### src/design/vpp_pkg.sv
// Package with shared constants and types of the vocabulary pruning block.
`timescale 1ns / 1ps
`default_nettype none

package vpp_pkg;

	localparam int VOCAB_SIZE_DEF = 32;
	localparam int PROB_BITS_DEF  = 16;

	// Configuration port
	localparam int ADDR_W    = 3;
	localparam int DATA_W    = 32;
	localparam int REG_IDX_W = ADDR_W - 2;

	typedef enum logic [REG_IDX_W-1:0] {
		REG_CUTOFF     = 1'b0,
		REG_KEEP_TOP_N = 1'b1
	} reg_index_t;

	localparam logic [ADDR_W-1:0] ADDR_KEEP_TOP_N = 3'd4;

	localparam int              TOPN_W     = 7;
	localparam logic [TOPN_W-1:0] TOPN_RESET = 7'd64;

	// Result fields
	localparam int INDEX_OUT_W = 6;
	localparam int LOG_W       = 16;
	localparam logic [LOG_W-1:0] LOG_MIN = 16'h8000;

	// Log unit
	localparam int MANT_W    = 16;
	localparam int SQ_STEPS  = 16;
	localparam int ROUND_SH  = 21;
	localparam logic [MANT_W-1:0] LN2_Q16 = 16'd45426;

	// Queue between the front and back parts
	localparam int QUEUE_DEPTH = 4;
	localparam int QPTR_W      = $clog2(QUEUE_DEPTH);
	localparam int QLVL_W      = $clog2(QUEUE_DEPTH + 1);

endpackage

`default_nettype wire

### src/design/vpp_cfg.sv
// Configuration registers of the vocabulary pruning block behind an APB-style port.
`timescale 1ns / 1ps
`default_nettype none

module vpp_cfg #(
	parameter int PROB_BITS = vpp_pkg::PROB_BITS_DEF
) (
	input  wire logic                            clk,
	input  wire logic                            arst_n,
	input  wire logic                            psel,
	input  wire logic                            penable,
	input  wire logic                            pwrite,
	input  wire logic [vpp_pkg::ADDR_W-1:0]      paddr,
	input  wire logic [vpp_pkg::DATA_W-1:0]      pwdata,
	output logic      [vpp_pkg::DATA_W-1:0]      prdata,
	output logic                                 pready,
	output logic      [PROB_BITS:0]              cutoff,
	output logic      [vpp_pkg::TOPN_W-1:0]      keep_top_n
);

	localparam logic [PROB_BITS:0] ONE = (PROB_BITS+1)'(1) << PROB_BITS;

	logic [PROB_BITS:0]         cutoff_q;
	logic [vpp_pkg::TOPN_W-1:0] keep_q;
	vpp_pkg::reg_index_t        reg_idx;
	logic                       wr_en;

	assign reg_idx = vpp_pkg::reg_index_t'(paddr[vpp_pkg::ADDR_W-1:2]);
	assign wr_en   = psel && penable && pwrite;
	assign pready  = 1'b1;

	always_ff @(posedge clk or negedge arst_n) begin
		if (!arst_n) begin
			cutoff_q <= ONE;
			keep_q   <= vpp_pkg::TOPN_RESET;
		end else if (wr_en) begin
			unique case (reg_idx)
				vpp_pkg::REG_CUTOFF:     cutoff_q <= pwdata[PROB_BITS:0];
				vpp_pkg::REG_KEEP_TOP_N: keep_q   <= pwdata[vpp_pkg::TOPN_W-1:0];
				default: ;
			endcase
		end
	end

	always_comb begin
		unique case (reg_idx)
			vpp_pkg::REG_CUTOFF:     prdata = vpp_pkg::DATA_W'(cutoff_q);
			vpp_pkg::REG_KEEP_TOP_N: prdata = vpp_pkg::DATA_W'(keep_q);
			default:                 prdata = '0;
		endcase
	end

	assign cutoff     = cutoff_q;
	assign keep_top_n = keep_q;

endmodule

`default_nettype wire

### src/design/vpp_front.sv
// Front part: insertion-sort cell row, arrival store and selection of kept entries.
`timescale 1ns / 1ps
`default_nettype none

module vpp_front #(
	parameter int VOCAB_SIZE = vpp_pkg::VOCAB_SIZE_DEF,
	parameter int PROB_BITS  = vpp_pkg::PROB_BITS_DEF,
	localparam int IDX_W     = $clog2(VOCAB_SIZE),
	localparam int PKT_W     = 1 + IDX_W + PROB_BITS
) (
	input  wire logic                          clk,
	input  wire logic                          arst_n,
	input  wire logic                          entry_valid,
	output logic                               entry_ready,
	input  wire logic [PROB_BITS-1:0]          probability,
	input  wire logic                          last_entry,
	input  wire logic [PROB_BITS:0]            cutoff,
	input  wire logic [vpp_pkg::TOPN_W-1:0]    keep_top_n,
	input  wire logic [vpp_pkg::QLVL_W-1:0]    q_level,
	output logic                               push,
	output logic      [PKT_W-1:0]              push_data
);

	localparam int CNT_W = $clog2(VOCAB_SIZE + 1);
	localparam int CMP_W = vpp_pkg::TOPN_W + 1;
	localparam int SUM_W = PROB_BITS + 1;
	localparam int RAW_W = PROB_BITS + 2;
	localparam int LVL_W = vpp_pkg::QLVL_W + 1;
	localparam logic [SUM_W-1:0] ONE = SUM_W'(1) << PROB_BITS;

	typedef enum logic [1:0] {
		ST_LOAD,
		ST_ARRIVAL,
		ST_CUM,
		ST_TOPN
	} state_t;

	state_t             state_q;
	logic [CNT_W-1:0]   count_q;
	logic [IDX_W-1:0]   k_q;
	logic [SUM_W-1:0]   sum_q;

	// Sorted cell row, highest probability in cell 0.
	logic [PROB_BITS-1:0] sp_q [VOCAB_SIZE];
	logic [IDX_W-1:0]     si_q [VOCAB_SIZE];
	logic [PROB_BITS-1:0] arr_mem [VOCAB_SIZE];

	logic                 valid_s1;
	logic [IDX_W-1:0]     idx_s1;
	logic [PROB_BITS-1:0] sprob_s1;
	logic                 from_mem_s1;
	logic                 last_s1;
	logic [PROB_BITS-1:0] arr_rd_s1;

	logic                  accept;
	logic                  has_room;
	logic [CNT_W-1:0]      n_new;
	logic                  cum_en;
	logic                  topn_limits;
	logic [VOCAB_SIZE-1:0] ge;
	logic                  issue;
	logic                  issue_last;
	logic [CMP_W-1:0]      kp1;
	logic [CMP_W-1:0]      n_cur;
	logic [CMP_W-1:0]      keep_c;
	logic [RAW_W-1:0]      sum_raw;
	logic [SUM_W-1:0]      sum_sat;

	assign entry_ready = (state_q == ST_LOAD);
	assign accept      = entry_valid && entry_ready;
	assign has_room    = count_q < CNT_W'(VOCAB_SIZE);
	assign n_new       = count_q + CNT_W'(has_room);
	assign cum_en      = cutoff < ONE;
	assign keep_c      = CMP_W'(keep_top_n);
	assign topn_limits = keep_c < CMP_W'(n_new);
	assign kp1         = CMP_W'(k_q) + CMP_W'(1);
	assign n_cur       = CMP_W'(count_q);

	// A cell holds its value when it is valid and not below the new entry;
	// equal values stay ahead, so ties keep the lower arrival index first.
	always_comb begin
		for (int i = 0; i < VOCAB_SIZE; i++) begin
			ge[i] = (CNT_W'(i) < count_q) && (sp_q[i] >= probability);
		end
	end

	assign sum_raw = RAW_W'(sum_q) + RAW_W'(sp_q[0]);
	assign sum_sat = (sum_raw > RAW_W'(ONE)) ? ONE : sum_raw[SUM_W-1:0];

	// One slot is kept free for the entry already in flight in stage 1.
	assign issue = (state_q != ST_LOAD) &&
		((LVL_W'(q_level) + LVL_W'(valid_s1)) < LVL_W'(vpp_pkg::QUEUE_DEPTH));

	always_comb begin
		unique case (state_q) inside
			ST_ARRIVAL: issue_last = (kp1 == n_cur);
			ST_TOPN:    issue_last = (kp1 == keep_c);
			ST_CUM:     issue_last = (sum_sat >= cutoff) || (kp1 >= keep_c) || (kp1 == n_cur);
			default:    issue_last = 1'b0;
		endcase
	end

	always_ff @(posedge clk or negedge arst_n) begin
		if (!arst_n) begin
			state_q  <= ST_LOAD;
			count_q  <= '0;
			k_q      <= '0;
			sum_q    <= '0;
			valid_s1 <= 1'b0;
		end else begin
			valid_s1 <= issue;
			unique case (state_q) inside
				ST_LOAD: begin
					if (accept) begin
						k_q   <= '0;
						sum_q <= '0;
						// Nothing is kept: the time step closes here.
						if (last_entry && !cum_en && keep_top_n == '0) begin
							count_q <= '0;
						end else begin
							count_q <= n_new;
						end
						if (last_entry) begin
							if (!cum_en && !topn_limits) begin
								state_q <= ST_ARRIVAL;
							end else if (cum_en) begin
								state_q <= ST_CUM;
							end else if (keep_top_n != '0) begin
								state_q <= ST_TOPN;
							end
						end
					end
				end
				ST_ARRIVAL, ST_CUM, ST_TOPN: begin
					if (issue) begin
						if (issue_last) begin
							state_q <= ST_LOAD;
							count_q <= '0;
							k_q     <= '0;
							sum_q   <= '0;
						end else begin
							k_q <= k_q + IDX_W'(1);
							if (state_q == ST_CUM) begin
								sum_q <= sum_sat;
							end
						end
					end
				end
				default: state_q <= ST_LOAD;
			endcase
		end
	end

	always_ff @(posedge clk) begin
		if (accept && has_room) begin
			arr_mem[IDX_W'(count_q)] <= probability;
			if (!ge[0]) begin
				sp_q[0] <= probability;
				si_q[0] <= IDX_W'(count_q);
			end
			for (int i = 1; i < VOCAB_SIZE; i++) begin
				if (!ge[i]) begin
					if (ge[i-1]) begin
						sp_q[i] <= probability;
						si_q[i] <= IDX_W'(count_q);
					end else begin
						sp_q[i] <= sp_q[i-1];
						si_q[i] <= si_q[i-1];
					end
				end
			end
		end else if (issue && state_q != ST_ARRIVAL) begin
			for (int i = 0; i < VOCAB_SIZE - 1; i++) begin
				sp_q[i] <= sp_q[i+1];
				si_q[i] <= si_q[i+1];
			end
		end

		if (issue) begin
			arr_rd_s1   <= arr_mem[k_q];
			idx_s1      <= (state_q == ST_ARRIVAL) ? k_q : si_q[0];
			sprob_s1    <= sp_q[0];
			from_mem_s1 <= (state_q == ST_ARRIVAL);
			last_s1     <= issue_last;
		end
	end

	assign push      = valid_s1;
	assign push_data = {last_s1, idx_s1, (from_mem_s1 ? arr_rd_s1 : sprob_s1)};

endmodule

`default_nettype wire

### src/design/vpp_queue.sv
// Short queue that decouples entry selection from the log conversion.
`timescale 1ns / 1ps
`default_nettype none

module vpp_queue #(
	parameter int PKT_W = 1
) (
	input  wire logic                        clk,
	input  wire logic                        arst_n,
	input  wire logic                        push,
	input  wire logic [PKT_W-1:0]            push_data,
	input  wire logic                        pop,
	output logic      [PKT_W-1:0]            pop_data,
	output logic                             not_empty,
	output logic      [vpp_pkg::QLVL_W-1:0]  level
);

	logic [PKT_W-1:0]            slot_q [vpp_pkg::QUEUE_DEPTH];
	logic [vpp_pkg::QPTR_W-1:0]  wr_ptr_q;
	logic [vpp_pkg::QPTR_W-1:0]  rd_ptr_q;
	logic [vpp_pkg::QLVL_W-1:0]  level_q;
	logic                        do_pop;

	// The writer only pushes when a slot is free.
	assign do_pop    = pop && (level_q != '0);
	assign not_empty = (level_q != '0);
	assign level     = level_q;
	assign pop_data  = slot_q[rd_ptr_q];

	always_ff @(posedge clk or negedge arst_n) begin
		if (!arst_n) begin
			wr_ptr_q <= '0;
			rd_ptr_q <= '0;
			level_q  <= '0;
		end else begin
			if (push) begin
				wr_ptr_q <= wr_ptr_q + vpp_pkg::QPTR_W'(1);
			end
			if (do_pop) begin
				rd_ptr_q <= rd_ptr_q + vpp_pkg::QPTR_W'(1);
			end
			if (push && !do_pop) begin
				level_q <= level_q + vpp_pkg::QLVL_W'(1);
			end else if (!push && do_pop) begin
				level_q <= level_q - vpp_pkg::QLVL_W'(1);
			end
		end
	end

	always_ff @(posedge clk) begin
		if (push) begin
			slot_q[wr_ptr_q] <= push_data;
		end
	end

endmodule

`default_nettype wire

### src/design/vpp_back.sv
// Back part: iterative natural-log conversion and the result output register.
`timescale 1ns / 1ps
`default_nettype none

module vpp_back #(
	parameter int VOCAB_SIZE = vpp_pkg::VOCAB_SIZE_DEF,
	parameter int PROB_BITS  = vpp_pkg::PROB_BITS_DEF,
	localparam int IDX_W     = $clog2(VOCAB_SIZE),
	localparam int PKT_W     = 1 + IDX_W + PROB_BITS
) (
	input  wire logic                              clk,
	input  wire logic                              arst_n,
	input  wire logic                              q_valid,
	input  wire logic [PKT_W-1:0]                  q_data,
	output logic                                   pop,
	output logic                                   result_valid,
	input  wire logic                              result_ready,
	output logic      [vpp_pkg::INDEX_OUT_W-1:0]   token_index,
	output logic signed [vpp_pkg::LOG_W-1:0]       log_probability,
	output logic                                   last_result
);

	localparam int MANT_W  = vpp_pkg::MANT_W;
	localparam int E_W     = $clog2(PROB_BITS);
	localparam int EX_W    = $clog2(PROB_BITS + 1);
	localparam int SH_W    = PROB_BITS + MANT_W - 1;
	localparam int MAG_W   = EX_W + MANT_W;
	localparam int PROD_W  = MAG_W + MANT_W;
	localparam int RND_W   = PROD_W + 1;
	localparam int R_W     = RND_W - vpp_pkg::ROUND_SH;
	localparam int STEP_W  = $clog2(vpp_pkg::SQ_STEPS);
	localparam logic [RND_W-1:0] ROUND_HALF = RND_W'(1) << (vpp_pkg::ROUND_SH - 1);
	localparam logic [R_W-1:0]   R_SAT      = R_W'(32768);

	typedef enum logic [1:0] {
		B_IDLE,
		B_SQ,
		B_MUL,
		B_OUT
	} state_t;

	state_t                state_q;
	logic [STEP_W-1:0]     step_q;
	logic                  result_valid_q;
	logic [IDX_W-1:0]      token_index_q;
	logic [vpp_pkg::LOG_W-1:0] log_q;
	logic                  last_result_q;

	logic [MANT_W-1:0]     y_q;
	logic [MANT_W-1:0]     frac_q;
	logic [E_W-1:0]        e_q;
	logic                  zero_q;
	logic [IDX_W-1:0]      idx_q;
	logic                  last_q;
	logic [PROD_W-1:0]     prod_q;

	logic [PROB_BITS-1:0]  p_in;
	logic [IDX_W-1:0]      idx_in;
	logic                  last_in;
	logic [E_W-1:0]        lead_c;
	logic [SH_W-1:0]       shifted_c;
	logic [2*MANT_W-1:0]   sq_c;
	logic [MANT_W:0]       t_c;
	logic [EX_W-1:0]       diff_c;
	logic [MAG_W-1:0]      mag_c;
	logic [PROD_W-1:0]     prod_c;
	logic [RND_W-1:0]      rnd_c;
	logic [R_W-1:0]        r_c;
	logic [R_W-1:0]        r_sat_c;
	logic [vpp_pkg::LOG_W-1:0] log_c;
	logic                  out_free;

	assign {last_in, idx_in, p_in} = q_data;
	assign pop      = (state_q == B_IDLE) && q_valid;
	assign out_free = !result_valid_q || result_ready;

	always_comb begin
		lead_c = '0;
		for (int i = 0; i < PROB_BITS; i++) begin
			if (p_in[i]) begin
				lead_c = E_W'(i);
			end
		end
	end

	// Mantissa in [2^15, 2^16): the leading one lands on bit 15.
	assign shifted_c = (SH_W'(p_in) << (MANT_W - 1)) >> lead_c;

	// Each squaring step doubles the exponent, so its overflow bit is the
	// next fraction bit of log2.
	assign sq_c = y_q * y_q;
	assign t_c  = sq_c[2*MANT_W-1:MANT_W-1];

	assign diff_c = EX_W'(PROB_BITS) - EX_W'(e_q);
	assign mag_c  = {diff_c, MANT_W'(0)} - MAG_W'(frac_q);
	assign prod_c = PROD_W'(mag_c) * PROD_W'(vpp_pkg::LN2_Q16);

	assign rnd_c   = RND_W'(prod_q) + ROUND_HALF;
	assign r_c     = rnd_c[RND_W-1:vpp_pkg::ROUND_SH];
	assign r_sat_c = (r_c > R_SAT) ? R_SAT : r_c;
	assign log_c   = zero_q ? vpp_pkg::LOG_MIN : (~r_sat_c[vpp_pkg::LOG_W-1:0] + 1'b1);

	always_ff @(posedge clk or negedge arst_n) begin
		if (!arst_n) begin
			state_q        <= B_IDLE;
			step_q         <= '0;
			result_valid_q <= 1'b0;
			token_index_q  <= '0;
			log_q          <= '0;
			last_result_q  <= 1'b0;
		end else begin
			if (result_ready && !(state_q == B_OUT && out_free)) begin
				result_valid_q <= 1'b0;
			end
			unique case (state_q)
				B_IDLE: begin
					step_q <= '0;
					if (q_valid) begin
						state_q <= (p_in == '0) ? B_OUT : B_SQ;
					end
				end
				B_SQ: begin
					step_q <= step_q + STEP_W'(1);
					if (step_q == STEP_W'(vpp_pkg::SQ_STEPS - 1)) begin
						state_q <= B_MUL;
					end
				end
				B_MUL: state_q <= B_OUT;
				B_OUT: begin
					if (out_free) begin
						result_valid_q <= 1'b1;
						token_index_q  <= idx_q;
						log_q          <= log_c;
						last_result_q  <= last_q;
						state_q        <= B_IDLE;
					end
				end
				default: state_q <= B_IDLE;
			endcase
		end
	end

	always_ff @(posedge clk) begin
		if (pop) begin
			y_q    <= shifted_c[MANT_W-1:0];
			e_q    <= lead_c;
			frac_q <= '0;
			zero_q <= (p_in == '0);
			idx_q  <= idx_in;
			last_q <= last_in;
		end else if (state_q == B_SQ) begin
			y_q    <= t_c[MANT_W] ? t_c[MANT_W:1] : t_c[MANT_W-1:0];
			frac_q <= {frac_q[MANT_W-2:0], t_c[MANT_W]};
		end
		if (state_q == B_MUL) begin
			prod_q <= prod_c;
		end
	end

	assign result_valid    = result_valid_q;
	assign token_index     = vpp_pkg::INDEX_OUT_W'(token_index_q);
	assign log_probability = log_q;
	assign last_result     = last_result_q;

endmodule

`default_nettype wire

### src/design/vocab_prob_prune_topk_cumulative.sv
// Top level of the vocabulary probability pruning block (top-n and cumulative cutoff).
//
// Entries of one time step arrive on the entry channel (probability, last_entry) with
// valid/ready, one per cycle; each is placed into a sorted cell row on arrival. Entries
// past VOCAB_SIZE in one step are dropped, but their last_entry flag still counts.
// After the last entry the kept entries leave on the result channel (token_index,
// log_probability, last_result), sorted or in arrival order, last_result on the final.
// The entry channel then stays not ready while the kept entries are selected and
// queued, one per cycle into a four-deep queue while it has room. Each result with a
// nonzero probability passes the log unit in order: load, 16 squaring steps on one
// 16x16 multiplier, one scaling multiply, round and register; a zero probability goes
// from load straight to round and register. The log unit takes the next entry from the
// queue only after the last result is registered. A stalled result channel holds the
// output register; the log unit and the queue then fill and the selection pauses, so
// nothing is lost or repeated. Reset clears all control state and sets
// cutoff_probability to 1.0 and keep_top_n to 64; the configuration registers are to be
// written over the APB-style port only while idle, which the block does not enforce.
`timescale 1ns / 1ps
`default_nettype none

module vocab_prob_prune_topk_cumulative #(
	parameter int VOCAB_SIZE = vpp_pkg::VOCAB_SIZE_DEF,
	parameter int PROB_BITS  = vpp_pkg::PROB_BITS_DEF
) (
	input  wire logic                              clk,
	input  wire logic                              arst_n,
	input  wire logic                              psel,
	input  wire logic                              penable,
	input  wire logic                              pwrite,
	input  wire logic [vpp_pkg::ADDR_W-1:0]        paddr,
	input  wire logic [vpp_pkg::DATA_W-1:0]        pwdata,
	output logic      [vpp_pkg::DATA_W-1:0]        prdata,
	output logic                                   pready,
	input  wire logic                              entry_valid,
	output logic                                   entry_ready,
	input  wire logic [PROB_BITS-1:0]              probability,
	input  wire logic                              last_entry,
	output logic                                   result_valid,
	input  wire logic                              result_ready,
	output logic      [vpp_pkg::INDEX_OUT_W-1:0]   token_index,
	output logic signed [vpp_pkg::LOG_W-1:0]       log_probability,
	output logic                                   last_result
);

	localparam int IDX_W = $clog2(VOCAB_SIZE);
	localparam int PKT_W = 1 + IDX_W + PROB_BITS;

	logic [PROB_BITS:0]           cutoff;
	logic [vpp_pkg::TOPN_W-1:0]   keep_top_n;
	logic                         push;
	logic [PKT_W-1:0]             push_data;
	logic                         pop;
	logic [PKT_W-1:0]             pop_data;
	logic                         q_valid;
	logic [vpp_pkg::QLVL_W-1:0]   q_level;

	vpp_cfg #(
		.PROB_BITS (PROB_BITS)
	) u_cfg (
		.clk        (clk),
		.arst_n     (arst_n),
		.psel       (psel),
		.penable    (penable),
		.pwrite     (pwrite),
		.paddr      (paddr),
		.pwdata     (pwdata),
		.prdata     (prdata),
		.pready     (pready),
		.cutoff     (cutoff),
		.keep_top_n (keep_top_n)
	);

	vpp_front #(
		.VOCAB_SIZE (VOCAB_SIZE),
		.PROB_BITS  (PROB_BITS)
	) u_front (
		.clk         (clk),
		.arst_n      (arst_n),
		.entry_valid (entry_valid),
		.entry_ready (entry_ready),
		.probability (probability),
		.last_entry  (last_entry),
		.cutoff      (cutoff),
		.keep_top_n  (keep_top_n),
		.q_level     (q_level),
		.push        (push),
		.push_data   (push_data)
	);

	vpp_queue #(
		.PKT_W (PKT_W)
	) u_queue (
		.clk       (clk),
		.arst_n    (arst_n),
		.push      (push),
		.push_data (push_data),
		.pop       (pop),
		.pop_data  (pop_data),
		.not_empty (q_valid),
		.level     (q_level)
	);

	vpp_back #(
		.VOCAB_SIZE (VOCAB_SIZE),
		.PROB_BITS  (PROB_BITS)
	) u_back (
		.clk             (clk),
		.arst_n          (arst_n),
		.q_valid         (q_valid),
		.q_data          (pop_data),
		.pop             (pop),
		.result_valid    (result_valid),
		.result_ready    (result_ready),
		.token_index     (token_index),
		.log_probability (log_probability),
		.last_result     (last_result)
	);

endmodule

`default_nettype wire

### config.mk
export PLATFORM = sky130hd
export DESIGN_NAME = vocab_prob_prune_topk_cumulative
export DESIGN_NICKNAME = d
export VERILOG_FILES = /design/src/design/vpp_pkg.sv /design/src/design/vpp_cfg.sv /design/src/design/vpp_front.sv /design/src/design/vpp_queue.sv /design/src/design/vpp_back.sv /design/src/design/vocab_prob_prune_topk_cumulative.sv
export SDC_FILE = /design/constraint.sdc
export NUM_CORES = 2
export LEC_CHECK = 0
export BUFFER_PORTS_ARGS = -buffer_cell sky130_fd_sc_hd__buf_2
export CORE_UTILIZATION = 50
export CTS_CLUSTER_SIZE = 25
export DETAILED_ROUTE_END_ITERATION = 16
export PLACE_DENSITY_LB_ADDON = 0.05
export SLEW_MARGIN = 20
export SYNTH_ARGS = -nofsm -noshare
export SYNTH_HDL_FRONTEND = slang
export SYNTH_SLANG_ARGS = --single-unit
### constraint.sdc
create_clock -name clk -period 9.4 [get_ports clk]
set_clock_uncertainty 0.15 [all_clocks]
set_input_delay 0.94 -clock clk [delete_from_list [all_inputs] [get_ports clk]]
set_output_delay 0.94 -clock clk [all_outputs]
set_load 0.02 [all_outputs]
* After elaboration in Yosys (flattened, before gate mapping)
Memories as Yosys holds them, arrays and structs flattened. A register that Yosys moved wholly into a read port is not among the register bits.
Cells that the tools add are included.
** Storage, ports and cells
- Output and inout bits :: 58
- Memories kept :: 4
- Register bits :: 193
- Bits in writable memories :: 1272
- Logic and storage cells :: 780
** Memory list
- u_front.arr_mem :: depth 32, bits a word 16, rd ports 1, clocked after memory_dff 1, write ports 1, line vpp_front.sv:46 : logic [PROB_BITS-1:0] arr_mem [VOCAB_SIZE];
- u_front.sp_q :: depth 32, bits a word 16, rd ports 32, clocked after memory_dff 0, write ports 32, line vpp_front.sv:44 : logic [PROB_BITS-1:0] sp_q [VOCAB_SIZE];
- u_front.si_q :: depth 32, bits a word 5, rd ports 32, clocked after memory_dff 0, write ports 32, line vpp_front.sv:45 : logic [IDX_W-1:0] si_q [VOCAB_SIZE];
- u_queue.slot_q :: depth 4, bits a word 22, rd ports 1, clocked after memory_dff 0, write ports 1, line vpp_queue.sv:18 : logic [PKT_W-1:0] slot_q [vpp_pkg::QUEUE_DEPTH];
** Cells by class
- Order comparisons :: 72
- Multiplexer cells :: 439
- Reduce and logical (&&, ||, !) cells :: 76
- Add/subtract/negate cells :: 14
- Shifts and indexed selects :: 1
- Equality and inequality tests :: 19
- Bitwise operators :: 126
- Multipliers :: 2
** Operators by type and width (count)
- $mux 16 :: 68
- $ge 16x16->1 :: 32
- $mux 5 :: 66
- $mux 1 :: 261
- $or 1x1->1 :: 124
- $lt 5x6->1 const A :: 16
- $mux 17 :: 5
- $pmux 32 s2 :: 1
- $mux 4 :: 14
- $lt 4x6->1 const A :: 8
- $logic_and 1x1->1 :: 47
- $add 37x21->38 const B :: 1
- $mul 21x15->36 const B :: 1
- $pmux 17 s2 :: 1
- $mul 16x16->32 :: 1
- $shr 31x4->16 :: 1
- $lt 3x6->1 const A :: 4
- $mux 6 :: 4
- $mux 2 :: 11
- $sub 21x16->21 :: 1
- $add 17x16->18 :: 1
- $gt 18x17->1 const B :: 1
- $ge 17x17->1 :: 1
- $gt 17x16->1 const B :: 1
- other kinds (48) :: 78

* Logic depth before layout (Yosys ltp)
An unclocked memory read counts as a cell.
- Depth after elaboration :: 18
- Gate-level depth with buffers :: 31
- Gate-level depth less buffers :: 29

* Hierarchy
From an unflattened synthesis, not the netlist that was laid out.
** Unflattened totals
- Cell total of the unflattened synthesis :: 7806
- Area total of the unflattened synthesis :: 91136.2 um2
** Modules (own cells, without submodules)
- vpp_front :: sequential area each 37501.0 um2, area an instance 68752.2 um2, times used 1, cells each 5688
- vpp_back :: sequential area each 2367.3 um2, area an instance 17541.8 um2, times used 1, cells each 1882
- vpp_queue :: sequential area each 2817.7 um2, area an instance 3599.7 um2, times used 1, cells each 148
- vpp_cfg :: sequential area each 603.1 um2, area an instance 1242.4 um2, times used 1, cells each 88

* Least setup slack after synthesis
Ideal clock, no wire load.
- Path kind :: reg-to-reg
- From :: register u_back.frac_q[2]
- To :: register u_back.prod_q[35], data pin
- Arrival :: 7.191 ns
- Data required time :: 8.992 ns
- Library setup time :: 0.258 ns
- Path buffers :: 2
- Cell stages (with the launch flop) :: 30
- Path slack :: 1.802 ns
- Cells stage by stage :: dfxtp_1 -> clkbuf_1 -> nor3_1 -> nand2b_1 -> nor3_1 -> and3b_1 -> clkbuf_1 -> a21oi_1 -> xor2_1 -> inv_1 -> fa_1 -> fa_1 -> inv_1 -> ha_1 -> inv_1 -> fa_1 -> inv_1 -> fa_1 -> ha_1 -> ha_1 -> and3_1 -> a22oi_1 -> o21ai_0 -> or4b_2 -> o211ai_1 -> a41oi_1 -> o21ai_0 -> nand2b_1 -> a21oi_1 -> xnor2_1
** Between the ends
- Cells in the longest elaborated chain, start to end :: 2
** RTL lines
- start, declared :: line vpp_back.sv:50 : logic [MANT_W-1:0] frac_q;
- start signal, assigned :: line vpp_back.sv:153 : frac_q <= {frac_q[MANT_W-2:0], t_c[MANT_W]};
- $sub 21x16->21 :: line vpp_back.sv:95 : assign mag_c = {diff_c, MANT_W'(0)} - MAG_W'(frac_q);
- $mul 21x15->36 :: line vpp_back.sv:96 : assign prod_c = PROD_W'(mag_c) * PROD_W'(vpp_pkg::LN2_Q16);
- named net u_back.prod_c[35] :: line vpp_back.sv:66 : logic [PROD_W-1:0] prod_c;
- end signal, assigned :: line vpp_back.sv:156 : prod_q <= prod_c;
- end, declared :: line vpp_back.sv:55 : logic [PROD_W-1:0] prod_q;
The timed path passes the listed nets, and every way through them passes these cells.
A chain may end at the register's enable or synchronous reset.

* Final worst setup path
- From :: register u_back.y_q[4]
- To :: register u_back.y_q[12], data pin
** Between the ends
- Cells in the longest elaborated chain, start to end :: 4
** RTL lines
- start, declared :: line vpp_back.sv:49 : logic [MANT_W-1:0] y_q;
- start signal, assigned :: line vpp_back.sv:145 : y_q <= shifted_c[MANT_W-1:0];
- start signal, assigned :: line vpp_back.sv:152 : y_q <= t_c[MANT_W] ? t_c[MANT_W:1] : t_c[MANT_W-1:0];
- $mul 16x16->32 :: line vpp_back.sv:91 : assign sq_c = y_q * y_q;
- $mux 16 :: line vpp_back.sv:152
- $mux 16 :: line vpp_back.sv:151 : end else if (state_q == B_SQ) begin
- $mux 16 :: line vpp_back.sv:144 : if (pop) begin
Every way passes these cells. The select of a mux whose other input is x is not followed.

==> run_results.csv <==
group,metric,value,unit
outcome,status,"finished clean",
routing,vias,61007,
sta,slew_viol_final,0,
finish,drive_gt1_frac,0.0985,
sta,finalHoldViolations,0,
clock_network,numCtsBuffers,163,
yosys,synthArstFlopShare,0.0622,
yosys,synth_cell_types,92,
worst_setup_path,cp-start-kind,"flip-flop",
finish,nets,8784,
yosys,ys_ff_latch,1462,
floorplanning,die_area,182000,sq um
routing,drt-wirelength-per-cell,25.3,um
placement,gp_congestion,0.867,
routing,avgViaCountPerCell,6.01,
global_route,antenna_found_initial,8,
finish,synthToLayoutAreaGrowth,9.21,%
routing,drtIter0Drc,5276,
clock_network,clk_path_buf_depth,3,
yosys,ys_warn_count,0,
clock_network,post_cts_buffers,0,
yosys,synth_area_leaders,"edfxtp_1, ha_1, mux2i_1",
yosys,dominantRegCellSynth,"edfxtp_1",
yosys,yosys.area.top_type,"edfxtp_1",
sta,setup_viol,0,
worst_setup_path,cp_max_fo,27,
worst_setup_path,required,9770,ps
placement,hpwl,178,mm
clock_network,clk_latency,820,ps
routing,drtPass1Iterations,6,
clock_network,cts.sinks,1462,
yosys,synth-seq-area-share,0.480,
yosys,syn_area,90200,sq um
sta,rsz0062_at_grt,"false",
floorplanning,ioPinCount,117,
placement,io_buffers,82,
sta,tightest_slew,1130,ps
global_route,grtUsageTotal,0.282,
clock_network,cts_root_buffer,"clkbuf_16",
floorplanning,core.rowCount,155,
routing,drt-total-wl,256,mm
worst_setup_path,cp-end-kind,"flip-flop",
floorplanning,fp.dieW,427,um
sta,setup_tns,0,ps
worst_setup_path,critPathArrivalTime,8630,ps
yosys,synthCells,7667,
floorplanning,die_h,427,um
floorplanning,core_area,179000,sq um
global_route,grt_max_degree,174,
routing,drc,0,
sta,max_slew_margin,0.244,
global_route,grt_pass1_vias,62615,
clock_network,clk_pin_slew,60,ps
run,cap_violations,0,
floorplanning,initial_utilization,0.504,
worst_hold_path,min_path_type,"input pin to flip-flop",
sta,fin_crit_sh,0.879,
yosys,avgSynthCellArea,11.8,sq um
clock_network,htreeDepth,4,
yosys,yosysTopAreaCellShare,0.451,
global_route,gr-total-overflow,0,
sta,max_freq,121,MHz
worst_setup_path,critical_path_class,"flip-flop to flip-flop",
clock_network,cts_resized,0,
routing,postRouteAntennaNets,0,
clock_network,cts_tree,"built",
sta,fin_crit,8260,ps
global_route,grt_pass1_wl,388,mm
yosys,synth_edf_count,1355,
-- path summary, 6_finish.rpt --
check	cells after the start	end	slack, ps	startpoint
hold reg to reg	2	u_back.log_probability[4]$_DFFE_PN0P_	330	u_back.log_probability[4]$_DFFE_PN0P_
setup reg to reg	23	u_back.y_q[12]$_DFFE_PP_	1140	u_back.y_q[4]$_DFFE_PP_
max in group asynchronous	3	u_front.k_q[0]$_DFFE_PN0P_	7230	arst_n
setup / recovery	23	u_back.y_q[12]$_DFFE_PP_	1140	u_back.y_q[4]$_DFFE_PP_
hold / removal	2	u_cfg.cutoff[10]$_DFFE_PN0P_	220	pwdata[10]
min in group asynchronous	2	u_cfg.cutoff[4]$_DFFE_PN0P_	460	arst_n
-- metal layers --
metal,routed length (um),global-route usage
met3,13000,0.0399
met5,34,0
met1,112000,0.379
met2,124000,0.471
met4,7750,0.0869
-- placed cells by master (no fill, tap or decap), types with 80 or more instances in the layout --
master,netlist,final
dfrtp_1,89,80
clkbuf_16,0,166
nand3_1,97,97
mux2_2,112,112
a21o_1,195,195
ha_1,794,794
mux4_2,86,86
a21oi_1,273,270
mux2i_1,597,597
fa_1,266,266
nand2_1,857,855
o21ai_0,624,618
a221o_1,89,89
buf_4,19,164
inv_1,501,485
edfxtp_1,1355,1355
nor2_1,325,323
-- per-stage QoR --
step | worst slack [ps] | cells | instance area (sq um) | utilization | hold slack, ps
floorplan | 1800 | 7682 | 90200 | - | 305
CTS | 1020 | 10149 | 98500 | 0.551 | 162
detailed placement | 1040 | 9854 | 93300 | 0.522 | 322
finish | 1140 | 10152 | 98500 | 0.551 | 220
global route | 592 | 10150 | 98500 | 0.551 | 184
global placement | 1020 | 9854 | 93300 | 0.522 | 313
-- layout make-up --
| cell class | instances | area, sq um |
|---|---|---|
| Timing Repair Buffer | 247 | 1700 |
| Inverter | 502 | 1880 |
| Tap cell | 2355 | 2950 |
| Sequential cell | 1462 | 43300 |
| Antenna cell | 3 | 7.51 |
| Clock buffer | 203 | 4310 |
| Clock inverter | 91 | 822 |
| Fill cell | 15302 | 80300 |
| Multi-Input combinational cell | 5289 | 43500 |
-- logic make-up (layout without fill, tap and decap cells) --
| group | Yosys count | after routing | synth area share |
|---|---|---|---|
| buffers and inverters | 931 | 1043 | 0.0403 |
| AO/OA/AOI/OAI | 1609 | 1609 | 0.114 |
| AND/OR/NAND/NOR | 1698 | 1698 | 0.0841 |
| multiplexers | 797 | 797 | 0.102 |
| adder cells (fa/ha/maj) | 1060 | 1060 | 0.169 |
| XOR/XNOR | 108 | 108 | 0.0105 |
| flip-flops | 1462 | 1462 | 0.480 |
| other | 2 | 20 | 0.0000833 |
-- what timing repair did --
| action | in CTS | in global routing |
|---|---|---|
| hold buffers | 1 | 0 |
| endpoints found under the hold margin | 24 | 0 |
| endpoints found under the setup margin | 0 | 0 |
-- critical path: stages, from the launching register on --
cell      delay [ps]
edfxtp_1         710
inv_1            290
nor2_1           320
fa_1             470
inv_1             90
fa_1             430
fa_1             520
inv_1             50
fa_1             480
inv_1             60
fa_1             530
inv_1             60
fa_1             470
ha_1             320
a21oi_1          170
nor2_1            60
a211oi_1         510
a31oi_1          330
o31a_1           430
nor4b_2          200
a211o_1          610
or4_1            520
o221ai_1         100
a21oi_1          100
-- Yosys cell counts, types with 19 or more instances --
| master | instances |
|---|---|
| ha_1 | 794 |
| nand4_1 | 52 |
| inv_1 | 501 |
| nor3_1 | 52 |
| o21a_1 | 28 |
| buf_1 | 52 |
| and3_1 | 31 |
| mux2_2 | 112 |
| a31oi_1 | 19 |
| o22ai_1 | 36 |
| mux4_2 | 86 |
| edfxtp_1 | 1355 |
| dfrtp_1 | 89 |
| nor2_1 | 325 |
| xnor2_1 | 62 |
| and2_1 | 75 |
| a22oi_1 | 45 |
| a21o_1 | 195 |
| o221ai_1 | 59 |
| xor2_1 | 46 |
| nor2b_1 | 44 |
| nand3_1 | 97 |
| a21oi_1 | 273 |
| nand2b_1 | 73 |
| mux2i_1 | 597 |
| o211ai_1 | 62 |
| buf_2 | 33 |
| a211oi_1 | 29 |
| clkbuf_1 | 321 |
| o21ai_0 | 624 |
| a221o_1 | 89 |
| fa_1 | 266 |
| nand2_1 | 857 |
| buf_4 | 19 |
-- flip-flops by register name, indices dropped and copies added, names as in the netlist, 3 cells and up --
register,cells
u_front.arr_mem,512
u_front.sp_q,512
u_front.si_q,160
u_queue.slot_q,88
u_back.prod_q,17
u_cfg.cutoff,17
u_front.sum_q,17
u_back.frac_q,16
u_back.log_probability,16
u_back.y_q,16
u_front.arr_rd_s1,16
u_front.sprob_s1,16
u_cfg.keep_top_n,7
u_front.count_q,6
u_back.idx_q,5
u_back.token_index_q,5
u_front.idx_s1,5
u_front.k_q,5
u_back.e_q,4
u_back.step_q,4
u_queue.level,3
Power is left out: the tool's default activity adds up to more than one toggle a clock period on the data nets, which glitch-free logic cannot reach.
